[config.mk]
export PLATFORM = sky130hd
export DESIGN_NAME = framed_ascii_command_decoder
export DESIGN_NICKNAME = d
export VERILOG_FILES = /design/src/rtl/facd_pkg.sv /design/src/rtl/facd_core.sv /design/src/rtl/facd_out_reg.sv /design/src/rtl/framed_ascii_command_decoder.sv
export SDC_FILE = /design/constraint.sdc
export NUM_CORES = 1
export LEC_CHECK = 0
export BUFFER_PORTS_ARGS = -buffer_cell sky130_fd_sc_hd__clkbuf_2
export CORE_ASPECT_RATIO = 1.5
export CORE_UTILIZATION = 50
export CTS_CLUSTER_DIAMETER = 30
export DETAILED_ROUTE_END_ITERATION = 6
export PLACE_DENSITY_LB_ADDON = 0.05
export SETUP_SLACK_MARGIN = 0.05
export SLEW_MARGIN = 20
export SYNTH_ARGS = -nofsm -noshare
export SYNTH_HDL_FRONTEND = slang
export SYNTH_SLANG_ARGS = --single-unit
[constraint.sdc]
create_clock -name clk -period 2.8 [get_ports clk]
set_input_delay 0.28 -clock clk [delete_from_list [all_inputs] [get_ports clk]]
set_output_delay 0.28 -clock clk [all_outputs]
set_load 0.005 [all_outputs]
[src/rtl/facd_pkg.sv]
// Package for the framed ASCII command decoder.
// Holds the shared types, character codes, register indexes and defaults.
// No dependencies.
`default_nettype none

package facd_pkg;

  // Default longest frame buffer, including the terminating slot
  localparam int CMD_LEN_DEFAULT = 32;

  // Configuration register file
  localparam int CFG_W     = 8;
  localparam int CFG_IDX_W = 1;
  localparam logic [CFG_IDX_W-1:0] CFG_START_CHAR = 1'd0;
  localparam logic [CFG_IDX_W-1:0] CFG_END_CHAR   = 1'd1;

  localparam logic [CFG_W-1:0] START_CHAR_RESET = 8'h23; // '#'
  localparam logic [CFG_W-1:0] END_CHAR_RESET   = 8'h0D; // CR

  // Command characters
  localparam logic [7:0] CHAR_O    = 8'h4F;
  localparam logic [7:0] CHAR_N    = 8'h4E;
  localparam logic [7:0] CHAR_F    = 8'h46;
  localparam logic [7:0] CHAR_NULL = 8'h00;

  typedef enum logic [1:0] {
    VERDICT_ON      = 2'd0,
    VERDICT_OFF     = 2'd1,
    VERDICT_UNKNOWN = 2'd2
  } verdict_t;

  // One result item
  typedef struct packed {
    verdict_t verdict;
    logic     led_on;
  } result_t;

  // Status from the decode core
  typedef struct packed {
    logic    result_valid;
    result_t result;
    logic    in_frame;
  } core_status_t;

endpackage

`default_nettype wire

[src/rtl/facd_core.sv]
// Decode core: frame tracking and incremental match flags for ON and OFF.
// Depends on facd_pkg.
`default_nettype none

module facd_core #(
  parameter int CMD_LEN = facd_pkg::CMD_LEN_DEFAULT
) (
  input  wire logic                        clk,
  input  wire logic                        rst,
  input  wire logic                        advance,    // process byte_in this cycle
  input  wire logic [7:0]                  byte_in,
  input  wire logic [facd_pkg::CFG_W-1:0]  start_char,
  input  wire logic [facd_pkg::CFG_W-1:0]  end_char,
  output facd_pkg::core_status_t           status
);

  localparam int CNT_W = $clog2(CMD_LEN);
  localparam logic [CNT_W-1:0] CNT_LIMIT = CNT_W'(CMD_LEN - 1);

  logic             in_frame, in_frame_next;
  logic [CNT_W-1:0] stored_count, stored_count_next;
  logic             text_ended, text_ended_next;
  logic             match_on, match_on_next;
  logic             match_off, match_off_next;
  logic             led_state, led_state_next;
  logic             is_start, is_end, keep;
  logic             pos_is2, pos_is3;
  logic             byte_on_ok, byte_off_ok;
  logic             res_valid;
  facd_pkg::verdict_t verdict;

  assign is_start = (byte_in == start_char);
  assign is_end   = (byte_in == end_char);
  assign keep     = in_frame && !is_start && !is_end && (stored_count < CNT_LIMIT);
  assign pos_is2  = (stored_count == CNT_W'(2));
  assign pos_is3  = (stored_count == CNT_W'(3));

  // Character at the current position against each command word
  always_comb begin
    byte_on_ok  = 1'b0;
    byte_off_ok = 1'b0;
    if (stored_count == CNT_W'(0)) begin
      byte_on_ok  = (byte_in == facd_pkg::CHAR_O);
      byte_off_ok = (byte_in == facd_pkg::CHAR_O);
    end else if (stored_count == CNT_W'(1)) begin
      byte_on_ok  = (byte_in == facd_pkg::CHAR_N);
      byte_off_ok = (byte_in == facd_pkg::CHAR_F);
    end else if (pos_is2) begin
      byte_off_ok = (byte_in == facd_pkg::CHAR_F);
    end
  end

  // Next state and result
  always_comb begin
    in_frame_next     = in_frame;
    stored_count_next = stored_count;
    text_ended_next   = text_ended;
    match_on_next     = match_on;
    match_off_next    = match_off;
    led_state_next    = led_state;
    res_valid         = 1'b0;
    verdict           = facd_pkg::VERDICT_UNKNOWN;
    if (is_start) begin
      in_frame_next     = 1'b1;
      stored_count_next = '0;
      text_ended_next   = 1'b0;
      match_on_next     = 1'b1;
      match_off_next    = 1'b1;
    end else if (in_frame && is_end) begin
      in_frame_next = 1'b0;
      res_valid     = 1'b1;
      if (match_on && (text_ended || pos_is2)) begin
        led_state_next = 1'b1;
        verdict        = facd_pkg::VERDICT_ON;
      end else if (match_off && (text_ended || pos_is3)) begin
        led_state_next = 1'b0;
        verdict        = facd_pkg::VERDICT_OFF;
      end
    end else if (keep) begin
      stored_count_next = stored_count + CNT_W'(1);
      if (!text_ended) begin
        if (byte_in == facd_pkg::CHAR_NULL) begin
          text_ended_next = 1'b1;
          match_on_next   = match_on && pos_is2;
          match_off_next  = match_off && pos_is3;
        end else begin
          match_on_next  = match_on && byte_on_ok;
          match_off_next = match_off && byte_off_ok;
        end
      end
    end
  end

  // State registers
  always_ff @(posedge clk) begin
    if (rst) begin
      in_frame     <= 1'b0;
      stored_count <= '0;
      text_ended   <= 1'b0;
      match_on     <= 1'b1;
      match_off    <= 1'b1;
      led_state    <= 1'b0;
    end else if (advance) begin
      in_frame     <= in_frame_next;
      stored_count <= stored_count_next;
      text_ended   <= text_ended_next;
      match_on     <= match_on_next;
      match_off    <= match_off_next;
      led_state    <= led_state_next;
    end
  end

  assign status.result_valid   = res_valid;
  assign status.result.verdict = verdict;
  assign status.result.led_on  = led_state_next;
  assign status.in_frame       = in_frame;

endmodule

`default_nettype wire

[src/rtl/facd_out_reg.sv]
// Result register on the master side of the decoder.
// Depends on facd_pkg.
`default_nettype none

module facd_out_reg (
  input  wire logic              clk,
  input  wire logic              rst,
  input  wire logic              load,
  input  facd_pkg::result_t      result_in,
  output logic                   can_load,
  output logic                   m_tvalid,
  input  wire logic              m_tready,
  output logic [7:0]             m_tdata    // [1:0] verdict, [2] led_on
);

  logic              out_valid;
  facd_pkg::result_t out_data;

  // Free when empty or being drained this cycle
  assign can_load = !out_valid || m_tready;

  always_ff @(posedge clk) begin
    if (rst) begin
      out_valid <= 1'b0;
    end else if (load) begin
      out_valid <= 1'b1;
    end else if (m_tready) begin
      out_valid <= 1'b0;
    end
  end

  always_ff @(posedge clk) begin
    if (load) begin
      out_data <= result_in;
    end
  end

  assign m_tvalid = out_valid;
  assign m_tdata  = {5'd0, out_data.led_on, out_data.verdict};

endmodule

`default_nettype wire

[src/rtl/framed_ascii_command_decoder.sv]
// Framed ASCII command decoder, top level: input register, decode core, result register.
// Path: input register, then result register; one byte per cycle unless a result waits.
// The input register and the decode core advance together whenever the result register
// is empty or being drained, so a stalled master stops intake only while a result waits.
// Reset (rst, synchronous): no frame open, LED off, start '#' and end CR restored.
// Depends on facd_pkg, facd_core, facd_out_reg.
`default_nettype none

module framed_ascii_command_decoder #(
  parameter int CMD_LEN = facd_pkg::CMD_LEN_DEFAULT
) (
  input  wire logic                          clk,
  input  wire logic                          rst,
  input  wire logic                          s_tvalid,
  output logic                               s_tready,
  input  wire logic [7:0]                    s_tdata,    // [7:0] rx_byte
  output logic                               m_tvalid,
  input  wire logic                          m_tready,
  output logic [7:0]                         m_tdata,    // [1:0] verdict, [2] led_on
  input  wire logic                          cfg_we,
  input  wire logic [facd_pkg::CFG_IDX_W-1:0] cfg_index,
  input  wire logic [facd_pkg::CFG_W-1:0]    cfg_data
);

  logic [facd_pkg::CFG_W-1:0] start_char, end_char;
  logic                       byte_valid;
  logic [7:0]                 byte_q;
  logic                       advance, out_free, load;
  facd_pkg::core_status_t     status;

  // Configuration registers
  always_ff @(posedge clk) begin
    if (rst) begin
      start_char <= facd_pkg::START_CHAR_RESET;
      end_char   <= facd_pkg::END_CHAR_RESET;
    end else if (cfg_we) begin
      case (cfg_index)
        facd_pkg::CFG_START_CHAR: start_char <= cfg_data;
        facd_pkg::CFG_END_CHAR:   end_char   <= cfg_data;
        default: ;
      endcase
    end
  end

  // Input register
  assign advance  = byte_valid && out_free;
  assign s_tready = !byte_valid || out_free;

  always_ff @(posedge clk) begin
    if (rst) begin
      byte_valid <= 1'b0;
    end else if (s_tready) begin
      byte_valid <= s_tvalid;
    end
  end

  always_ff @(posedge clk) begin
    if (s_tvalid && s_tready) begin
      byte_q <= s_tdata;
    end
  end

  facd_core #(
    .CMD_LEN (CMD_LEN)
  ) u_core (
    .clk        (clk),
    .rst        (rst),
    .advance    (advance),
    .byte_in    (byte_q),
    .start_char (start_char),
    .end_char   (end_char),
    .status     (status)
  );

  assign load = advance && status.result_valid;

  facd_out_reg u_out (
    .clk       (clk),
    .rst       (rst),
    .load      (load),
    .result_in (status.result),
    .can_load  (out_free),
    .m_tvalid  (m_tvalid),
    .m_tready  (m_tready),
    .m_tdata   (m_tdata)
  );

  // A result closes the frame
  assert property (@(posedge clk) disable iff (rst) load |=> !status.in_frame)
    else $error("frame still open after a result");

  // A start byte always opens a frame
  assert property (@(posedge clk) disable iff (rst)
    (advance && (byte_q == start_char)) |=> status.in_frame)
    else $error("start byte did not open a frame");

  // Verdict and LED state agree
  assert property (@(posedge clk) disable iff (rst)
    m_tvalid |-> ((m_tdata[1:0] == facd_pkg::VERDICT_ON && m_tdata[2]) ||
                  (m_tdata[1:0] == facd_pkg::VERDICT_OFF && !m_tdata[2]) ||
                  (m_tdata[1:0] == facd_pkg::VERDICT_UNKNOWN)))
    else $error("verdict and LED state disagree");

endmodule

`default_nettype wire
==> results.py <==
metrics = {
    "synth": {
        "synth_cell_types": 35,
        "synth_top_area_share_pct": 29.7,
        "yosys.area.top_type": "dfxtp_1",
        "yosysWarnings": 0,
        "synth.avg_cell_area_um2": 9.31,
        "synth.yosys.seq_area_share_pct": 47.2,
        "async_reset_ff_share_pct": 0,
        "synth-main-ff-cell": "dfxtp_1",
        "synth_seq_cells": 39,
        "syn-instance-count": 203,
        "synth_edf_count": 11,
        "ys_top_cells_by_area": "dfxtp_1 30%, edfxtp_1 17%, nand2_1 7.5%",
        "netlist_area_um2": 1890,
    },
    "timing": {
        "hold_viol_final": 0,
        "tightest_slew_ps": 525,
        "fin_crit_ps": 2170,
        "finalSetupViolCount": 0,
        "fin_worst_skew_ps": 10.1,
        "rsz0062_at_grt": "no",
        "maxSlewHeadroom_pct": 64.9,
        "finalMaxSlewViolations": 0,
        "max_freq_ghz": 0.460,
        "min_period_over_period_pct": 77.6,
        "fin_tns_setup_ps": 0,
    },
    "global_routing": {
        "grt_pass1_wl_mm": 6.82,
        "grt_max_degree": 25,
        "met2_usage_pct": 42.6,
        "track_usage_pct": 23.3,
        "grt_pass1_vias": 1504,
        "top_usage_layer": "met2",
        "antenna_found_initial": 0,
        "grtUsageMet3_pct": 4.76,
        "grt_overflow": 0,
        "use_met1_pct": 23.7,
    },
    "worst_setup_path": {
        "slowest_stage": "or4_1",
        "required_ps": 3030,
        "slowest_delay_ps": 540,
        "cp_cell_sequence": "xor2_1, nor4_4, o2111ai_2, or4_1, o21ai_1",
        "worstSetupEndpointType": "flop",
        "critPathArrivalTime_ps": 2400,
        "critical_path_class": "flop to flop",
        "crit_fanout": 8,
        "start_kind": "flop",
    },
    "min_path": {
        "worstHoldPathType": "primary input to flop",
    },
    "flow_run": {
        "max_cap_viol_count": 0,
    },
    "pwr": {
        "power.leakage_nw": 0.803,
        "vdd_drop_max_uv": 521,
        "fin_total_pwr_mw": 1.19,
        "cellPowerDensity_nw_per_um2": 557,
    },
    "clock_tree": {
        "cts_max_path_buffers": 2,
        "hold_buffers": 0,
        "root_buffer": "clkbuf_8",
        "clock_latency_ps": 290,
        "cts_tree": "yes",
        "clkSlewWorstSetupHoldPaths_ps": 80,
        "ctsResizeCount": 0,
        "cts_buffers": 5,
        "h-tree-depth": 2,
        "clock_sinks": 39,
        "post_cts_buffers": 0,
    },
    "detailed_routing": {
        "num_vias": 1465,
        "routed_wl_mm": 3.99,
        "postRouteAntennaNets": 0,
        "wire_per_inst_um": 14.6,
        "routed_via_density": 5.37,
        "drc_errors": 0,
        "drt_iter0_markers": 26,
        "first_pass_iters": 4,
    },
    "finish": {
        "n_fill_cell": 343,
        "drive_gt1_share_pct": 16.1,
        "area_growth_pct": 13.5,
        "nets": 255,
        "antenna_cells": 0,
    },
    "die": {
        "core_area_um2": 3650,
        "rows": 27,
        "dieArea_um2": 4030,
        "num_io_pins": 32,
        "initial_core_util_pct": 51.8,
        "die_h_um": 77.3,
        "die_w_um": 52.2,
    },
    "placed_design": {
        "port_buffers": 26,
        "dp_hpwl_mm": 3.14,
        "gp_congestion": 0.820,
    },
    "outcome": {
        "outcome": "completed",
    },
}
-- final timing paths --
path | to | cells past startpoint | startpoint | slack [ps]
min reg2reg | start_char[6] | 2 | start_char[6] | 480
max | u_core.led_state | 5 | byte_q[3] | 630
min | byte_q[5] | 1 | s_tdata[5] | 160
max reg2reg | u_core.led_state | 5 | byte_q[3] | 630
-- critical path, delay by kind of cell (launching register included) --
| kind | cells | cell delay (ps) |
|---|---|---|
| simple gates | 2 | 1030 |
| compound gates | 2 | 390 |
| flops | 1 | 490 |
| xor+xnor | 1 | 210 |
-- state kept, by name, summed over array words and instances (netlist names), 3 cells and up --
register             flops
byte_q                   8
u_core.stored_count      5
start_char               8
end_char                 8
u_out.m_tdata            3
-- through the flow --
stage	hold slack, ps	area [um^2]	instances	utilization (%)	setup slack, ps
floorplan	379	1900	207	-	851
global placement	443	2030	265	55.6	738
detailed placement	459	2030	265	55.6	651
CTS	153	2140	273	58.8	619
global route	150	2140	273	58.8	455
finish	161	2140	273	58.8	626
-- cell usage after synthesis, types with 4 or more instances --
cell type and number:
dfxtp_1 28, a21oi_1 18, clkbuf_1 5, edfxtp_1 11, nand2b_1 6, and2_1 4, inv_1 4, nor2_1 8
ha_1 4, nand3_1 5, nor3_1 4, nand3b_1 8, nand2_1 38, nand4_1 4, xnor2_1 11, a21o_1 4
buf_4 5, xor2_1 8
-- power breakdown --
group | internal, mW | switching [mW] | total [mW]
combinational | 0.0395 | 0.0526 | 0.0921
sequential | 0.600 | 0.0204 | 0.620
clock | 0.288 | 0.194 | 0.482
-- layer usage --
metal	vias to the layer above	part of all wire [%]
met5	-	0
met4	0	3.5
met3	11	2.2
met2	28	57
met1	678	38
li1	748	-
-- kinds of logic (layout without fill, tap and decap cells) --
family,after synthesis,count (layout),synth area share (%)
AND/OR/NAND/NOR,88,88,24.8
XOR/XNOR,19,19,8.81
other,1,5,0.198
flip-flops,39,39,47.2
adder cells (fa/ha/maj),4,4,2.65
buffers and inverters,15,38,4.04
AO/OA/AOI/OAI,37,37,12.4
-- layout by cell type (no fill, tap or decap), types with 4 or more instances in the layout --
cell      count
a21oi_1      18
nand2_1      38
xor2_1        8
nor2_1        8
edfxtp_1     11
and2_1        4
conb_1        5
clkbuf_2     26
xnor2_1      11
clkbuf_8      6
ha_1          4
a21o_1        4
nand3_1       5
nand3b_1      8
nand4_1       4
nand2b_1      6
inv_1         4
nor3_1        4
dfxtp_1      28
-- layout make-up --
cell class | instances | area, um^2 | area share (%)
clock buffers | 6 | 82.6 | 3.85
multi-input cells | 153 | 937 | 43.7
clock inverters | 2 | 35.0 | 1.63
repair buffers | 26 | 130 | 6.07
well taps | 43 | 53.8 | 2.51
inverters | 4 | 15.0 | 0.700
flip-flops and latches | 39 | 891 | 41.5
Power figures use the tool's default switching activity.
